## src/hdl/dss_pkg.sv

```systemverilog
`timescale 1ns / 1ps
// ----------------------------------------------------------------------------
// dss_pkg
// Shared types and constants of the delimiter stream splitter.
// ----------------------------------------------------------------------------
package dss_pkg;

  // Delimiter register: eight bytes, little-endian.
  localparam int DelimRegBytes = 8;
  localparam int DelimRegW     = 8 * DelimRegBytes;
  localparam int DelimByteIdxW = $clog2(DelimRegBytes);
  localparam int LenW          = 4;

  // Default number of window cells.
  localparam int MaxDelimiterBytesDefault = 8;

  // Offsets are counted up to the lower of the string size and 65536.
  localparam int MaxStringBytes = 65536;
  localparam int OffsetLimitInt = (MaxStringBytes < 65536) ? MaxStringBytes : 65536;
  localparam int PosW           = 17;
  localparam int SumW           = PosW + 1;
  localparam int OutW           = 16;
  localparam logic [PosW-1:0] OffsetLimit = PosW'(OffsetLimitInt);

  // Configuration register indexes.
  localparam int CfgIndexW = 1;
  localparam logic [CfgIndexW-1:0] RegDelimBytes = 1'b0;
  localparam logic [CfgIndexW-1:0] RegDelimLen   = 1'b1;

  localparam logic [DelimRegW-1:0] DelimBytesReset = DelimRegW'(44);
  localparam logic [LenW-1:0]      DelimLenReset   = LenW'(1);

  // One input item: a byte of the string.
  typedef struct packed {
    logic [7:0] text_byte;
    logic       final_byte;
  } in_item_t;

  // One result item: a segment or a bare end marker.
  typedef struct packed {
    logic [OutW-1:0] segment_start;
    logic [OutW-1:0] segment_length;
    logic            segment_present;
    logic            end_of_string;
    logic            offset_overflow;
  } out_item_t;

  // Control from the segment tracker to the cell row.
  typedef struct packed {
    logic            shift_en;
    logic            clear;
    logic [LenW-1:0] eff_len;
  } win_ctrl_t;

endpackage

```

## src/hdl/dss_cell.sv

```systemverilog
`timescale 1ns / 1ps
// ----------------------------------------------------------------------------
// dss_cell
// One window cell: holds one recent byte and compares the byte it takes in.
// ----------------------------------------------------------------------------
module dss_cell
  import dss_pkg::*;
(
  input  logic       clk_i,
  input  logic       rst_ni,
  input  logic       shift_en_i,
  input  logic       clear_i,
  input  logic [7:0] byte_i,
  input  logic [7:0] delim_i,
  input  logic       active_i,
  output logic [7:0] byte_o,
  output logic       match_o
);

  logic [7:0] byte_q, byte_d;

  // The compare looks at the byte arriving in this cycle.
  assign match_o = !active_i || (byte_i == delim_i);

  // Clearing at the end of a string wins over the shift.
  always_comb begin
    byte_d = byte_q;
    if (clear_i) begin
      byte_d = 8'd0;
    end else if (shift_en_i) begin
      byte_d = byte_i;
    end
  end

  always_ff @(posedge clk_i or negedge rst_ni) begin
    if (!rst_ni) begin
      byte_q <= 8'd0;
    end else begin
      byte_q <= byte_d;
    end
  end

  assign byte_o = byte_q;

endmodule

```

## src/hdl/dss_window.sv

```systemverilog
`timescale 1ns / 1ps
// ----------------------------------------------------------------------------
// dss_window
// Row of byte cells, newest byte in cell 0, with the whole-delimiter match.
// ----------------------------------------------------------------------------
module dss_window
  import dss_pkg::*;
#(
  parameter int NumCells = MaxDelimiterBytesDefault
) (
  input  logic                 clk_i,
  input  logic                 rst_ni,
  input  win_ctrl_t            ctrl_i,
  input  logic [7:0]           byte_i,
  input  logic [DelimRegW-1:0] delim_bytes_i,
  output logic                 match_o
);

  logic [7:0]          chain_in [NumCells];
  logic [7:0]          cell_q   [NumCells];
  logic [NumCells-1:0] cell_match;
  logic [7:0]          dbyte    [DelimRegBytes];

  // Split the delimiter register into bytes.
  always_comb begin
    for (int b = 0; b < DelimRegBytes; b++) begin
      dbyte[b] = delim_bytes_i[8*b +: 8];
    end
  end

  for (genvar j = 0; j < NumCells; j++) begin : g_cell
    logic                     active;
    logic [LenW-1:0]          k_full;
    logic [DelimByteIdxW-1:0] k;

    // Cell j compares the byte it takes in with delimiter byte len-1-j.
    assign active = ctrl_i.eff_len > LenW'(j);
    assign k_full = ctrl_i.eff_len - LenW'(j + 1);
    assign k      = k_full[DelimByteIdxW-1:0];

    if (j == 0) begin : g_head
      assign chain_in[j] = byte_i;
    end else begin : g_link
      assign chain_in[j] = cell_q[j-1];
    end

    dss_cell u_cell (
      .clk_i      (clk_i),
      .rst_ni     (rst_ni),
      .shift_en_i (ctrl_i.shift_en),
      .clear_i    (ctrl_i.clear),
      .byte_i     (chain_in[j]),
      .delim_i    (dbyte[k]),
      .active_i   (active),
      .byte_o     (cell_q[j]),
      .match_o    (cell_match[j])
    );
  end

  assign match_o = &cell_match;

endmodule
```

## config.mk

```make
export PLATFORM = sky130hd
export DESIGN_NAME = dss_window
export DESIGN_NICKNAME = d
export VERILOG_FILES = /design/src/hdl/dss_pkg.sv /design/src/hdl/dss_cell.sv /design/src/hdl/dss_window.sv
export SDC_FILE = /design/constraint.sdc
export NUM_CORES = 1
export LEC_CHECK = 0
export ABC_AREA = 1
export BUFFER_PORTS_ARGS = -buffer_cell sky130_fd_sc_hd__buf_2
export CORE_UTILIZATION = 45
export DETAILED_ROUTE_END_ITERATION = 8
export SLEW_MARGIN = 10
export SYNTH_ARGS = -nofsm -noshare
export SYNTH_HDL_FRONTEND = slang
export SYNTH_HIERARCHICAL = 1
export SYNTH_SLANG_ARGS = --single-unit
```

## constraint.sdc

```tcl
create_clock -name clk_i -period 2.9 [get_ports clk_i]
set_input_delay 0.145 -clock clk_i [delete_from_list [all_inputs] [get_ports clk_i]]
set_output_delay 0.145 -clock clk_i [all_outputs]
set_load 0.05 [all_outputs]
```

==> flow_summary.ini, run 1 <==
[setup_path]
reg2reg_depth = 2
rrSetupSlack_ps = 2090
rr_endpoint = g_cell[5].u_cell/byte_o[1]
path_max_fanout = 66
r2r_start = g_cell[4].u_cell/byte_o[1]
critPathRequiredTime_ps = 2760
critPathCaptureType = output port
critical_path_class = input port to output port
crit_arrival_ps = 2470
crit_path_start_kind = input port

[min_path]
min_to = g_cell[0].u_cell/byte_o[1]
hp-start = byte_i[1]
hold_path_class = input port to register
min_path_cells = 3

[finish]
finalInstanceArea_um2 = 6830
fin_util = 0.511
area_growth_pct = 9.58
drive_gt1_frac = 0.164
largest_register_ffs = 56
fillers = 1442
final_nets = 1156
instances_no_fill = 1246
antenna_cells = 0

[cts]
cts_tree = yes
ctsRootBufferMaster = clkbuf_16
postCtsSetupBuffers = 0
cts.clk_slew.worst_paths_ps = 70
htreeDepth = 2
clockBufferDepth = 2
cts.sinks = 56
cts_made_buffers = 5
clock_latency_ps = 320

[detailed_routing]
drt_pass1_iterations = 6
route.detailed.drc = 0
wl_per_cell_um = 16.7
ant_nets = 0
route.vias.total = 6659
drt_iter0_markers = 646
vias_per_cell = 5.34
finalWirelength_um = 20800

[timing]
whs_ps = 117
finalSetupViolCount = 0
slew_headroom = 0.495
hold_viol_final = 0
finClkSkew_ps = 10.3
fin_setup_tns_ps = 0
worst_pin_slew_ps = 758
fin_ws_ps = 289
min_period_over_period = 0.900
slew_violations = 0
max_freq_mhz = 383
rsz0062_at_grt = false
fin_crit_ps = 2610

[floorplanning]
row_count = 42
io-pin-count = 81
start_util = 0.467
coreArea_um2 = 13300
dieArea_um2 = 14300
die_h_um = 120
die_w_um = 120

[placed_design]
hpwl_um = 16800
port_buffers = 80
dpl-instance-area_um2 = 6650
pre_cts_ws_ps = 322
dpl.cell_count = 1237
routabilityCongestion = 0.885

[power]
p_per_area_nw_per_um2 = 375
intPower_mw = 1.55
p_seq_frac = 0.315
peakVddDrop_mv = 0.351
switching_share = 0.393
power_frac_comb = 0.395
total_power_mw = 2.56
clock_power_share = 0.290
switchingPower_mw = 1.01
power.leakage_nw = 3.45

[synthesis]
netlist_area_um2 = 6230
yosysWarnings = 6
syn_inst = 1010
syn_avg_cell_area_um2 = 6.17
syn-num-nets = 1097

[grt]
grt_util_all_layers = 0.297
grt_max_degree = 67
grt_pass1_vias = 5996
antenna_found_initial = 0
overflow = 0
grt_pass1_wl_um = 32500

[outcome]
status = finished, final reports clean

[run]
max_cap_violations = 0
-- worst max path at each step --
| stage | from | end | slack [ps] | cells past startpoint |
|---|---|---|---|---|
| 2_1_floorplan | ctrl_i[1] | match_o | 200 | 19 |
| 3_3_place_gp | ctrl_i[0] | match_o | 330 | 18 |
| 3_5_place_dp | ctrl_i[0] | match_o | 320 | 18 |
| 4_1_cts | ctrl_i[0] | match_o | 320 | 18 |
| 5_1_grt | ctrl_i[0] | match_o | 40 | 19 |
| 6_report | ctrl_i[0] | match_o | 290 | 18 |
-- metal layers --
layer,up-vias,global-route usage,share of wire
met3,26,0.0490,0.084
li1,3367,-,-
met5,-,0,0
met2,266,0.458,0.44
met1,3000,0.429,0.46
met4,0,0.0719,0.018
-- cells in the final DEF, fill, tap and decap left out, types with 2 or more instances in the layout --
cell type / count
nand2_4: 5
nand3_2: 3
o21ai_0: 3
or2_1: 7
nand3_1: 282
ha_1: 7
nand2_1: 352
inv_1: 133
o22ai_2: 28
clkbuf_16: 5
inv_2: 4
buf_2: 80
nand4_1: 2
dfrtp_1: 56
xnor2_1: 32
o21ai_2: 28
nor2_1: 18
buf_4: 15
buf_12: 3
-- area by class of cell --
type                    count  area (um2)  area share
repair buffers             99         583      0.0854
multi-input cells         770        3940       0.577
clock buffers               6         129      0.0189
flip-flops and latches     56        1400       0.205
well taps                 176         220      0.0323
clock inverters             2        38.8     0.00568
inverters                 137         514      0.0753
-- power by group through the flow --
stage | logic (mW) | registers [mW] | clock network [mW]
finish | 1.01 | 0.805 | 0.743
floorplan | 0.709 | 0.817 | 0
CTS | 1.00 | 0.806 | 0.758
global placement | 0.998 | 0.821 | 0
detailed placement | 0.997 | 0.821 | 0
global route | 1.13 | 0.807 | 0.785
-- worst max-delay path: stages --
cell and delay, ps:
buf_2 120, buf_12 260, ha_1 280, inv_1 70, nand2_1 110, nand2_4 140, nand3_1 120, nand2_1 120
inv_1 80, nand2_1 50, nand2_1 50, nand2_1 50, nor2_1 120, nand2_1 70, nand2_1 50, nand4_1 180
nor2_1 140, buf_2 270
-- repair_timing --
| item | 4_1_cts | 5_1_grt |
|---|---|---|
| hold buffers | 1 | 0 |
| resized for setup | 0 | 0 |
| hold endpoints to repair | 16 | 0 |
| endpoints found under the setup margin | 0 | 0 |
(Power assumes the default switching activity.)
==> inputs of run 2 (changes only) <==
Settings changed: CTS_BUF_LIST set to sky130_fd_sc_hd__clkbuf_4 sky130_fd_sc_hd__clkbuf_8.
==> flow_summary.ini, run 2 (same netlist as run 1, synthesis figures left out) <==
[cts]
ctsResizeCount = 0
cts_tree = yes
cts_made_buffers = 5
postCtsSetupBuffers = 0
cts.sinks = 56
ctsRootBufferMaster = clkbuf_8
cts_hold_buf = 1
htreeDepth = 2
clockBufferDepth = 2
cts.clk_slew.worst_paths_ps = 100
clock_latency_ps = 350

[finish]
final_cell_mix = nand2_1, nand3_1, inv_1
antenna_cells = 0
drive_gt1_frac = 0.164
final_nets = 1156
final_common_cell = nand2_1
largest_register_ffs = 56
area_growth_pct = 8.74
instances_no_fill = 1246

[detailed_routing]
drt_pass1_iterations = 6
wl_met3_um = 1780
route.vias.total = 6728
vias_per_cell = 5.40
ant_nets = 0
wl_met2_um = 9070
drt_iter0_markers = 732
highest_layer = met4
route.detailed.drc = 0
finalWirelength_um = 20900
wl_per_cell_um = 16.7
wl_met1_um = 9540

[setup_path]
rr_endpoint = g_cell[5].u_cell/byte_o[1]
crit_arrival_ps = 2480
r2r_start = g_cell[4].u_cell/byte_o[1]
crit_path_start_kind = input port
rrSetupSlack_ps = 2090
critical_path_class = input port to output port
critPathCaptureType = output port
critPathRequiredTime_ps = 2760
path_max_fanout = 66
reg2reg_depth = 2

[grt]
grt_max_degree = 67
grt_pass1_wl_um = 32500
grt_util_all_layers = 0.297
overflow = 0
antenna_found_initial = 0
grt_pass1_vias = 5983

[timing]
fin_setup_tns_ps = 0
finalSetupViolCount = 0
fin_crit_ps = 2620
rsz0062_at_grt = false
whs_ps = 88.9
slew_violations = 0
worst_pin_slew_ps = 755
hold_viol_final = 0
slew_headroom = 0.497
min_period_over_period = 0.905
max_freq_mhz = 381
finClkSkew_ps = 17.3

[floorplanning]
start_util = 0.467
die_h_um = 120
coreArea_um2 = 13300
die_w_um = 120
row_count = 42
io-pin-count = 81
dieArea_um2 = 14300

[min_path]
hold_path_class = input port to register
min_path_cells = 3
min_to = g_cell[0].u_cell/byte_o[1]
hp-start = byte_i[1]

[power]
power.leakage_nw = 3.43
peakVddDrop_mv = 0.322
p_per_area_nw_per_um2 = 354
clock_power_share = 0.242
power_frac_comb = 0.422
switching_share = 0.411
p_seq_frac = 0.336
switchingPower_mw = 0.988
intPower_mw = 1.41

[outcome]
status = finished, final reports clean

[placed_design]
hpwl_um = 16800
dpl.cell_count = 1237
routabilityCongestion = 0.885
port_buffers = 80

[run]
max_cap_violations = 0
run 2: layer usage:
metal  GRT usage  up-vias
met5           0        -
met4      0.0727        0
met2       0.457      265
met3      0.0547       34
met1       0.427     3062
li1            -     3367
run 2: worst max path at each step:
| stage | from | endpoint | cells after the start | slack (ps) |
|---|---|---|---|---|
| after detailed placement | ctrl_i[0] | match_o | 18 | 320 |
| after global routing | ctrl_i[0] | match_o | 19 | 40 |
| final | ctrl_i[0] | match_o | 18 | 280 |
| after CTS | ctrl_i[0] | match_o | 18 | 320 |
| after floorplan | ctrl_i[1] | match_o | 19 | 200 |
| after global placement | ctrl_i[0] | match_o | 18 | 330 |
run 2: per-stage QoR:
stage	power, mW	area, um2	util	setup slack (ps)
after floorplan	1.53	6230	-	197
after global placement	1.82	6650	0.498	331
after detailed placement	1.82	6650	0.498	322
after CTS	2.41	6770	0.507	317
after global routing	2.56	6770	0.507	37.3
final	2.40	6770	0.507	276
run 2: cell type report:
class                           instances  area (um2)
Clock buffer                            6        76.3
Sequential cell                        56        1400
Inverter                              137         514
Fill cell                            1451        6570
Clock inverter                          2        38.8
Timing Repair Buffer                   99         583
Multi-Input combinational cell        770        3940
Tap cell                              176         220
run 2: worst max-delay path, stage by stage:
cell and delay, ps:
buf_2 120, buf_12 260, ha_1 280, inv_1 70, nand2_1 100, nand2_4 140, nand3_1 120, nand2_1 110
inv_1 70, nand2_1 50, nand2_1 60, nand2_1 50, nor2_1 120, nand2_1 70, nand2_1 50, nand4_1 190
nor2_1 140, buf_2 280
run 2: power by group through the flow:
stage | Clock, mW | Combinational (mW) | Sequential, mW
after global routing | 0.623 | 1.13 | 0.808
after CTS | 0.599 | 1.00 | 0.806
after global placement | 0 | 0.998 | 0.821
after floorplan | 0 | 0.709 | 0.817
final | 0.582 | 1.01 | 0.806
after detailed placement | 0 | 0.997 | 0.821
